File: config.mk
export PLATFORM = sky130hd
export DESIGN_NAME = whitespace_token_capture
export DESIGN_NICKNAME = d
export VERILOG_FILES = /design/src/rtl/core/wtc_pkg.sv /design/src/rtl/core/wtc_front.sv /design/src/rtl/core/wtc_op_fifo.sv /design/src/rtl/core/wtc_back.sv /design/src/rtl/core/whitespace_token_capture.sv
export SDC_FILE = /design/constraint.sdc
export NUM_CORES = 1
export LEC_CHECK = 0
export ABC_AREA = 1
export ABC_CLOCK_PERIOD_IN_PS = 5820
export CELL_PAD_IN_SITES_DETAIL_PLACEMENT = 1
export CELL_PAD_IN_SITES_GLOBAL_PLACEMENT = 2
export CORE_MARGIN = 4
export CORE_UTILIZATION = 35
export DETAILED_ROUTE_END_ITERATION = 10
export DONT_BUFFER_PORTS = 1
export HOLD_SLACK_MARGIN = 0.12
export PLACE_DENSITY = 0.69
export SKIP_CTS_REPAIR_TIMING = 1
export SYNTH_ARGS = -nofsm -noshare
export SYNTH_HDL_FRONTEND = slang
export SYNTH_SLANG_ARGS = --single-unit
File: constraint.sdc
create_clock -name clk -period 5.82 [get_ports clk]
set_input_delay 0.291 -clock clk [delete_from_list [all_inputs] [get_ports clk]]
set_output_delay 0.291 -clock clk [all_outputs]
set_load 0.005 [all_outputs]
File: src/rtl/core/wtc_pkg.sv
// Shared constants, types and helpers for the whitespace token capture block.
`timescale 1ns / 1ps
package wtc_pkg;

  localparam int STORE_DEPTH = 64;
  localparam int ADDR_W      = $clog2(STORE_DEPTH);
  localparam int LEN_W       = 7;
  localparam int TICK_W      = 16;
  localparam int CFG_IDX_W   = 2;
  localparam int CFG_DATA_W  = 16;
  localparam int OPQ_DEPTH   = 2;

  localparam logic [CFG_IDX_W-1:0] CFG_CAPACITY = 2'd0;
  localparam logic [CFG_IDX_W-1:0] CFG_TIMEOUT  = 2'd1;

  localparam logic [LEN_W-1:0]  CAP_RESET     = 7'd64;
  localparam logic [TICK_W-1:0] TIMEOUT_RESET = 16'd100;
  localparam logic [LEN_W-1:0]  CAP_MAX       = LEN_W'(STORE_DEPTH);

  localparam logic CMD_BYTE = 1'b0;
  localparam logic CMD_TICK = 1'b1;

  localparam logic OP_STORE = 1'b0;
  localparam logic OP_EMIT  = 1'b1;

  localparam logic [7:0] CH_SPACE = 8'h20;
  localparam logic [7:0] CH_LF    = 8'h0A;
  localparam logic [7:0] CH_CR    = 8'h0D;
  localparam logic [7:0] CH_TAB   = 8'h09;
  localparam logic [7:0] CH_VT    = 8'h0B;

  // Work handed from the front to the back.
  typedef struct packed {
    logic              kind;
    logic [7:0]        data;
    logic [ADDR_W-1:0] addr;
    logic [LEN_W-1:0]  len;
  } op_t;

  function automatic logic is_blank(input logic [7:0] b);
    return (b == CH_SPACE) || (b == CH_LF) || (b == CH_CR) ||
           (b == CH_TAB) || (b == CH_VT);
  endfunction

endpackage

File: src/rtl/core/wtc_front.sv
// Front end: config registers, scan state machine and op generation.
`timescale 1ns / 1ps
module wtc_front (
  input  logic                          clk,
  input  logic                          rst_n,
  input  logic                          in_push,
  output logic                          in_full,
  input  logic                          in_cmd,
  input  logic [7:0]                    in_byte,
  input  logic                          cfg_valid,
  output logic                          cfg_ready,
  input  logic [wtc_pkg::CFG_IDX_W-1:0] cfg_index,
  input  logic [wtc_pkg::CFG_DATA_W-1:0] cfg_data,
  output logic                          op_push,
  output wtc_pkg::op_t                  op,
  input  logic                          op_full
);
  import wtc_pkg::*;

  localparam logic [1:0] M_SKIP    = 2'd0;
  localparam logic [1:0] M_CAPTURE = 2'd1;
  localparam logic [1:0] M_FULL    = 2'd2;
  localparam logic [1:0] M_DROP    = 2'd3;

  logic [LEN_W-1:0]  capacity_r;
  logic [TICK_W-1:0] timeout_r;
  logic [1:0]        mode_r, mode_nxt;
  logic [LEN_W-1:0]  count_r, count_nxt;
  logic [TICK_W-1:0] idle_r, idle_nxt;
  logic              ended_r, ended_nxt;

  logic [LEN_W-1:0]  eff_cap;
  logic [TICK_W-1:0] limit;
  logic [TICK_W-1:0] idle_inc;
  logic [LEN_W-1:0]  count_inc;
  logic              accept;
  logic              blank;

  assign cfg_ready = 1'b1;
  assign in_full   = op_full;
  assign accept    = in_push && !op_full;
  assign blank     = is_blank(in_byte);

  always_comb begin
    eff_cap = capacity_r;
    if (eff_cap == '0) eff_cap = LEN_W'(1);
    if (eff_cap > CAP_MAX) eff_cap = CAP_MAX;
  end

  assign limit     = (timeout_r == '0) ? TICK_W'(1) : timeout_r;
  assign idle_inc  = (idle_r == '1) ? idle_r : idle_r + TICK_W'(1);
  assign count_inc = count_r + LEN_W'(1);

  always_comb begin
    mode_nxt  = mode_r;
    count_nxt = count_r;
    idle_nxt  = idle_r;
    ended_nxt = ended_r;
    op_push   = 1'b0;
    op.kind   = OP_STORE;
    op.data   = in_byte;
    op.addr   = count_r[ADDR_W-1:0];
    op.len    = count_r;
    if (accept) begin
      if (in_cmd == CMD_TICK) begin
        if (!ended_r) begin
          idle_nxt = idle_inc;
          if (idle_inc >= limit) begin
            ended_nxt = 1'b1;
            count_nxt = '0;
            mode_nxt  = M_SKIP;
            if (mode_r == M_CAPTURE || mode_r == M_FULL) begin
              op_push = 1'b1;
              op.kind = OP_EMIT;
            end
          end
        end
      end else begin
        idle_nxt  = '0;
        ended_nxt = 1'b0;
        unique case (mode_r)
          M_SKIP: begin
            if (!blank) begin
              op_push   = 1'b1;
              op.addr   = '0;
              count_nxt = LEN_W'(1);
              mode_nxt  = (LEN_W'(1) >= eff_cap) ? M_FULL : M_CAPTURE;
            end
          end
          M_CAPTURE: begin
            if (blank) begin
              op_push   = 1'b1;
              op.kind   = OP_EMIT;
              count_nxt = '0;
              mode_nxt  = M_SKIP;
            end else if (count_r >= eff_cap) begin
              count_nxt = '0;
              mode_nxt  = M_DROP;
            end else begin
              op_push   = 1'b1;
              count_nxt = count_inc;
              mode_nxt  = (count_inc >= eff_cap) ? M_FULL : M_CAPTURE;
            end
          end
          M_FULL: begin
            count_nxt = '0;
            if (blank) begin
              op_push  = 1'b1;
              op.kind  = OP_EMIT;
              mode_nxt = M_SKIP;
            end else begin
              mode_nxt = M_DROP;
            end
          end
          M_DROP: begin
            if (blank) begin
              count_nxt = '0;
              mode_nxt  = M_SKIP;
            end
          end
          default: mode_nxt = M_SKIP;
        endcase
      end
    end
  end

  always_ff @(posedge clk) begin
    if (!rst_n) begin
      capacity_r <= CAP_RESET;
      timeout_r  <= TIMEOUT_RESET;
      mode_r     <= M_SKIP;
      count_r    <= '0;
      idle_r     <= '0;
      ended_r    <= 1'b0;
    end else begin
      mode_r  <= mode_nxt;
      count_r <= count_nxt;
      idle_r  <= idle_nxt;
      ended_r <= ended_nxt;
      if (cfg_valid && cfg_ready) begin
        if (cfg_index == CFG_CAPACITY) capacity_r <= cfg_data[LEN_W-1:0];
        else if (cfg_index == CFG_TIMEOUT) timeout_r <= cfg_data[TICK_W-1:0];
      end
    end
  end

endmodule

File: src/rtl/core/wtc_op_fifo.sv
// Short op queue between the front and the back.
`timescale 1ns / 1ps
module wtc_op_fifo (
  input  logic         clk,
  input  logic         rst_n,
  input  logic         push,
  input  wtc_pkg::op_t push_op,
  output logic         full,
  input  logic         pop,
  output wtc_pkg::op_t pop_op,
  output logic         valid
);
  import wtc_pkg::*;

  localparam int PTR_W = $clog2(OPQ_DEPTH);
  localparam int CNT_W = $clog2(OPQ_DEPTH + 1);

  op_t              slots_r [OPQ_DEPTH];
  logic [PTR_W-1:0] wr_ptr_r, rd_ptr_r;
  logic [CNT_W-1:0] cnt_r;
  logic             do_push, do_pop;

  assign full    = (cnt_r == CNT_W'(OPQ_DEPTH));
  assign valid   = (cnt_r != '0);
  assign do_push = push && !full;
  assign do_pop  = pop && valid;
  assign pop_op  = slots_r[rd_ptr_r];

  always_ff @(posedge clk) begin
    if (do_push) slots_r[wr_ptr_r] <= push_op;
  end

  always_ff @(posedge clk) begin
    if (!rst_n) begin
      wr_ptr_r <= '0;
      rd_ptr_r <= '0;
      cnt_r    <= '0;
    end else begin
      if (do_push) wr_ptr_r <= (wr_ptr_r == PTR_W'(OPQ_DEPTH - 1)) ? '0 : wr_ptr_r + PTR_W'(1);
      if (do_pop)  rd_ptr_r <= (rd_ptr_r == PTR_W'(OPQ_DEPTH - 1)) ? '0 : rd_ptr_r + PTR_W'(1);
      if (do_push && !do_pop)      cnt_r <= cnt_r + CNT_W'(1);
      else if (do_pop && !do_push) cnt_r <= cnt_r - CNT_W'(1);
    end
  end

endmodule

File: src/rtl/core/wtc_back.sv
// Back end: token store, emit sequencer and output register.
`timescale 1ns / 1ps
module wtc_back (
  input  logic                      clk,
  input  logic                      rst_n,
  input  logic                      op_valid,
  input  wtc_pkg::op_t              op,
  output logic                      op_pop,
  output logic                      out_empty,
  input  logic                      out_pop,
  output logic [7:0]                out_byte,
  output logic [wtc_pkg::LEN_W-1:0] out_token_length,
  output logic                      out_last
);
  import wtc_pkg::*;

  localparam logic [1:0] B_IDLE = 2'd0;
  localparam logic [1:0] B_READ = 2'd1;
  localparam logic [1:0] B_LOAD = 2'd2;

  logic [7:0]       store_r [STORE_DEPTH];
  logic [7:0]       rd_data_r;
  logic [1:0]       state_r, state_nxt;
  logic [LEN_W-1:0] len_r, len_nxt;
  logic [LEN_W-1:0] k_r, k_nxt;
  logic             out_valid_r, out_valid_nxt;
  logic [7:0]       out_byte_r;
  logic [LEN_W-1:0] out_len_r;
  logic             out_last_r;
  logic             load;
  logic             last_k;
  logic             do_write;

  assign out_empty        = !out_valid_r;
  assign out_byte         = out_byte_r;
  assign out_token_length = out_len_r;
  assign out_last         = out_last_r;

  assign last_k = (k_r + LEN_W'(1) == len_r);
  // Output slot frees up in the same cycle it is popped.
  assign load   = (state_r == B_LOAD) && (!out_valid_r || out_pop);

  always_comb begin
    state_nxt     = state_r;
    len_nxt       = len_r;
    k_nxt         = k_r;
    op_pop        = 1'b0;
    do_write      = 1'b0;
    out_valid_nxt = out_valid_r;
    if (out_pop && out_valid_r) out_valid_nxt = 1'b0;
    unique case (state_r)
      B_IDLE: begin
        if (op_valid) begin
          op_pop = 1'b1;
          if (op.kind == OP_STORE) begin
            do_write = 1'b1;
          end else if (op.len != '0) begin
            len_nxt   = op.len;
            k_nxt     = '0;
            state_nxt = B_READ;
          end
        end
      end
      B_READ: state_nxt = B_LOAD;
      B_LOAD: begin
        if (load) begin
          out_valid_nxt = 1'b1;
          k_nxt         = k_r + LEN_W'(1);
          state_nxt     = last_k ? B_IDLE : B_READ;
        end
      end
      default: state_nxt = B_IDLE;
    endcase
  end

  always_ff @(posedge clk) begin
    if (do_write) store_r[op.addr] <= op.data;
    rd_data_r <= store_r[k_r[ADDR_W-1:0]];
  end

  always_ff @(posedge clk) begin
    if (load) begin
      out_byte_r <= rd_data_r;
      out_len_r  <= len_r;
      out_last_r <= last_k;
    end
  end

  always_ff @(posedge clk) begin
    if (!rst_n) begin
      state_r     <= B_IDLE;
      len_r       <= '0;
      k_r         <= '0;
      out_valid_r <= 1'b0;
    end else begin
      state_r     <= state_nxt;
      len_r       <= len_nxt;
      k_r         <= k_nxt;
      out_valid_r <= out_valid_nxt;
    end
  end

endmodule

File: src/rtl/core/whitespace_token_capture.sv
// Top level of the whitespace-delimited token capture block.
`timescale 1ns / 1ps
// Serial bytes (in_cmd = 0) and millisecond ticks (in_cmd = 1) are pushed in
// one per transaction; white space is skipped and each token that fits the
// capacity is emitted byte by byte on the result side once a blank or an idle
// timeout ends it, with its length on every byte and a last flag on the final
// byte. The front takes one transaction per cycle while the op queue is not
// full, and hands store writes and emit requests to a two-entry op queue;
// in_full follows that queue. The back walks the 64-byte token store with a
// registered store read and then an output load per emitted byte, the load
// waiting while the output register is full. Configuration: cfg_index 0 is
// capacity, 1 is timeout_ticks; cfg_ready is always high.
module whitespace_token_capture (
  input  logic                           clk,
  input  logic                           rst_n,
  input  logic                           in_push,
  output logic                           in_full,
  input  logic                           in_cmd,
  input  logic [7:0]                     in_byte,
  output logic                           out_empty,
  input  logic                           out_pop,
  output logic [7:0]                     out_byte,
  output logic [wtc_pkg::LEN_W-1:0]      out_token_length,
  output logic                           out_last,
  input  logic                           cfg_valid,
  output logic                           cfg_ready,
  input  logic [wtc_pkg::CFG_IDX_W-1:0]  cfg_index,
  input  logic [wtc_pkg::CFG_DATA_W-1:0] cfg_data
);
  import wtc_pkg::*;

  op_t  f_op, b_op;
  logic f_push, q_full, q_valid, b_pop;

  wtc_front u_front (
    .clk       (clk),
    .rst_n     (rst_n),
    .in_push   (in_push),
    .in_full   (in_full),
    .in_cmd    (in_cmd),
    .in_byte   (in_byte),
    .cfg_valid (cfg_valid),
    .cfg_ready (cfg_ready),
    .cfg_index (cfg_index),
    .cfg_data  (cfg_data),
    .op_push   (f_push),
    .op        (f_op),
    .op_full   (q_full)
  );

  wtc_op_fifo u_opq (
    .clk     (clk),
    .rst_n   (rst_n),
    .push    (f_push),
    .push_op (f_op),
    .full    (q_full),
    .pop     (b_pop),
    .pop_op  (b_op),
    .valid   (q_valid)
  );

  wtc_back u_back (
    .clk              (clk),
    .rst_n            (rst_n),
    .op_valid         (q_valid),
    .op               (b_op),
    .op_pop           (b_pop),
    .out_empty        (out_empty),
    .out_pop          (out_pop),
    .out_byte         (out_byte),
    .out_token_length (out_token_length),
    .out_last         (out_last)
  );

endmodule

==> impl_metrics.env <==
export IMPL_status="finished clean"
export IMPL_wl_per_cell_um=22.3
export IMPL_finalSetupViolations=0
export IMPL_internal_power_mw=8.72
export IMPL_layout_commonest_cell="edfxtp_1"
export IMPL_critPathBufInv=1
export IMPL_drtIter0Drc=1178
export IMPL_hold_violations=0
export IMPL_clk_pin_slew_ps=60
export IMPL_period_minus_slack_ps=3830
export IMPL_io_buffers=0
export IMPL_rows=102
export IMPL_max_clock_freq_ghz=0.261
export IMPL_cp_required_ps=6050
export IMPL_timing_rr_start="u_front.idle_r[0]$_SDFFE_PN0P_"
export IMPL_cts_max_level=3
export IMPL_crit_path_cell_trace="ha_1, nand2_1, nor2_2, nand3_2, nor2_4, nand2_2, nor2_4, nand3_1, nor2_1, nor2_2, ha_1, nand2_1, nor4_1, nand2_1, nand2_1, nand2_1, nand2_1, nand3_1, inv_1"
export IMPL_critPathSlowestCell="inv_1"
export IMPL_min_period_over_period=0.659
export IMPL_worstPathArrival_ps=4060
export IMPL_synth_seq_area_share=0.688
export IMPL_core_area_sq_um=77300
export IMPL_hold_path_class="primary input to register"
export IMPL_wl_um=76700
export IMPL_ir_drop_uv=260
export IMPL_relSlewSlack=0.318
export IMPL_clockBufferDepth=3
export IMPL_yosys_cell_types_count=45
export IMPL_powerDensity_nw_per_um2=406
export IMPL_io_pins=51
export IMPL_cts_made_buffers=73
export IMPL_syn_inst=2320
export IMPL_clock_sinks=651
export IMPL_clk_insertion_delay_late_ps=620
export IMPL_root_buffer="clkbuf_16"
export IMPL_antenna_found_initial=0
export IMPL_final_max_slew_viol_count=0
export IMPL_crit_fanout=22
export IMPL_initial_utilization=0.353
export IMPL_synthToLayoutAreaGrowth_pct=13.4
export IMPL_vias_per_cell=5.28
export IMPL_antenna_cells=0
export IMPL_drive_above_1_share=0.0807
export IMPL_critPathLaunchType="register"
export IMPL_holdCritStartpoint="in_cmd"
export IMPL_vias=18100
export IMPL_cp_top_family="simple AND/OR/NAND/NOR gates"
export IMPL_cp_common_cell="nand2_1"
export IMPL_die_w_um=287
export IMPL_route_detailed_drc=0
export IMPL_cp_startpoint="u_front.idle_r[0]$_SDFFE_PN0P_"
export IMPL_swShare=0.306
export IMPL_worst_path_largest_cell_delay_ps=640
export IMPL_dr_pass1_iters=5
export IMPL_seqPwrFrac=0.455
export IMPL_clkPwrFrac=0.357
export IMPL_synth_net_count=2392
export IMPL_dieArea_sq_um=82400
export IMPL_grt_usage=0.184
export IMPL_overflow=0
export IMPL_antenna_left=0
export IMPL_grt_pass1_wl_um=116000
export IMPL_fin_cells=3431
export IMPL_rsz0062_at_grt="false"
export IMPL_yosys_warnings=0
export IMPL_mostFrequentLayoutCells="572 x edfxtp_1, 417 x nor2_1, 303 x o21ai_0"
export IMPL_dp_cells=3257
export IMPL_first_global_vias=18900
export IMPL_finalClockSkew_ps=31.5
export IMPL_ys_seq_elements=651
export IMPL_p_leak_nw=10.3
export IMPL_place_hpwl_um=45400
export IMPL_path_class="register to register"
export IMPL_drv_cap=0
export IMPL_gp_congestion=0.792
export IMPL_synthesis_area_sq_um=27300
export IMPL_cts_tree="done"
export IMPL_tightest_slew_ps=1020
export IMPL_tns_ps=0
export IMPL_comb_power_share=0.187
export IMPL_die_h_um=287
export IMPL_postSynthAreaPerCell_sq_um=11.8
export IMPL_fin_nets=2404
export IMPL_grt_max_degree=167
export IMPL_crit_path_end_kind="register"
export IMPL_switchingPower_mw=3.84
[worst register-to-register path, delay by kind of cell, from the launching register on]
| family | cells | cell delay [ps] |
|---|---|---|
| DFF | 1 | 430 |
| buffers and inverters | 1 | 640 |
| and+or+nand+nor | 16 | 1900 |
| adders and majority gates | 2 | 470 |
[kinds of logic after synthesis]
logic type | Yosys count | synth area share
AO/OA/AOI/OAI | 587 | 0.127
AND/OR/NAND/NOR | 762 | 0.117
multiplexers | 11 | 0.00454
XOR/XNOR | 18 | 0.00578
other | 1 | 0.000138
flip-flops | 651 | 0.688
adder cells (fa/ha/maj) | 40 | 0.0184
buffers and inverters | 250 | 0.0397
[synthesized netlist by cell type, drive strengths merged]
cell type,count,share of area
or2,6,0.0014
clkinv,3,0.00041
xnor2,6,0.0019
mux2i,3,0.0012
inv,118,0.016
o22ai,57,0.013
nand3b,3,0.00083
conb,1,0.00014
edfxtp,572,0.63
nor2,431,0.061
o211ai,75,0.021
mux2,8,0.0033
o21a,4,0.0011
dfxtp,79,0.058
nor3,13,0.0026
nand3,96,0.019
nand2,201,0.029
ha,40,0.018
xor2,12,0.0039
o221ai,56,0.018
o21ai,319,0.059
clkbuf,66,0.0092
nor3b,1,0.00028
buf,63,0.014
a21oi,75,0.014
nor4,3,0.00069
o41ai,1,0.00032
nand4,8,0.0024
[power by group through the flow]
stage          Sequential [mW]  Clock [mW]  Combinational (mW)
2_1_floorplan             5.73           0                1.50
3_3_place_gp              5.81           0                2.29
3_5_place_dp              5.82           0                2.36
4_1_cts                   5.72        4.60                2.37
5_1_grt                   5.74        4.80                2.60
6_report                  5.72        4.48                2.35
[cell type report]
class | instances | area, sq um
multi-input cells | 1419 | 7430
fillers | 8307 | 46400
clock inverters | 28 | 275
well taps | 1040 | 1300
clock buffers | 106 | 2060
inverters | 121 | 460
flip-flops and latches | 651 | 18800
repair buffers | 66 | 631
[flip-flops by register name (all words and copies together), names as in the netlist, 8 cells and up, named ones only]
signal,flops
u_front.idle_r,16
u_back.out_byte,8
u_opq.slots_r,44
u_back.store_r,512
u_front.timeout_r,16
u_back.rd_data_r,8
[metal layers]
metal / vias up / global-route usage / share of wire
li1: 8427 / - / -
met1: 9261 / 0.240 / 0.44
met2: 312 / 0.318 / 0.50
met3: 117 / 0.0297 / 0.036
met4: 0 / 0.0536 / 0.027
met5: - / 0 / 0
[through the flow]
stage | area, sq um | setup WS [ps] | hold slack [ps] | utilization | power, mW
after floorplan | 27300 | 1600 | 386 | - | 7.23
after global placement | 28200 | 1930 | 390 | 0.364 | 8.10
after detailed placement | 28200 | 1890 | 390 | 0.364 | 8.18
after CTS | 30500 | 1890 | -270 | 0.395 | 12.7
after global routing | 30900 | 1530 | 121 | 0.400 | 13.1
final | 30900 | 1990 | 99.4 | 0.400 | 12.6
[path summary, 6_finish.rpt]
check / endpoint / slack, ps / cells after the start
setup / recovery: u_opq.slots_r[1][20]$_DFFE_PP_ / 1990 / 19
hold / removal: u_opq.wr_ptr_r$_SDFFE_PN0P_ / 100 / 5
setup reg to reg: u_opq.slots_r[1][20]$_DFFE_PP_ / 1990 / 19
hold reg to reg: u_back.out_byte[7]$_DFFE_PP_ / 410 / 0
Note: power is estimated with default switching activity, not from simulation.
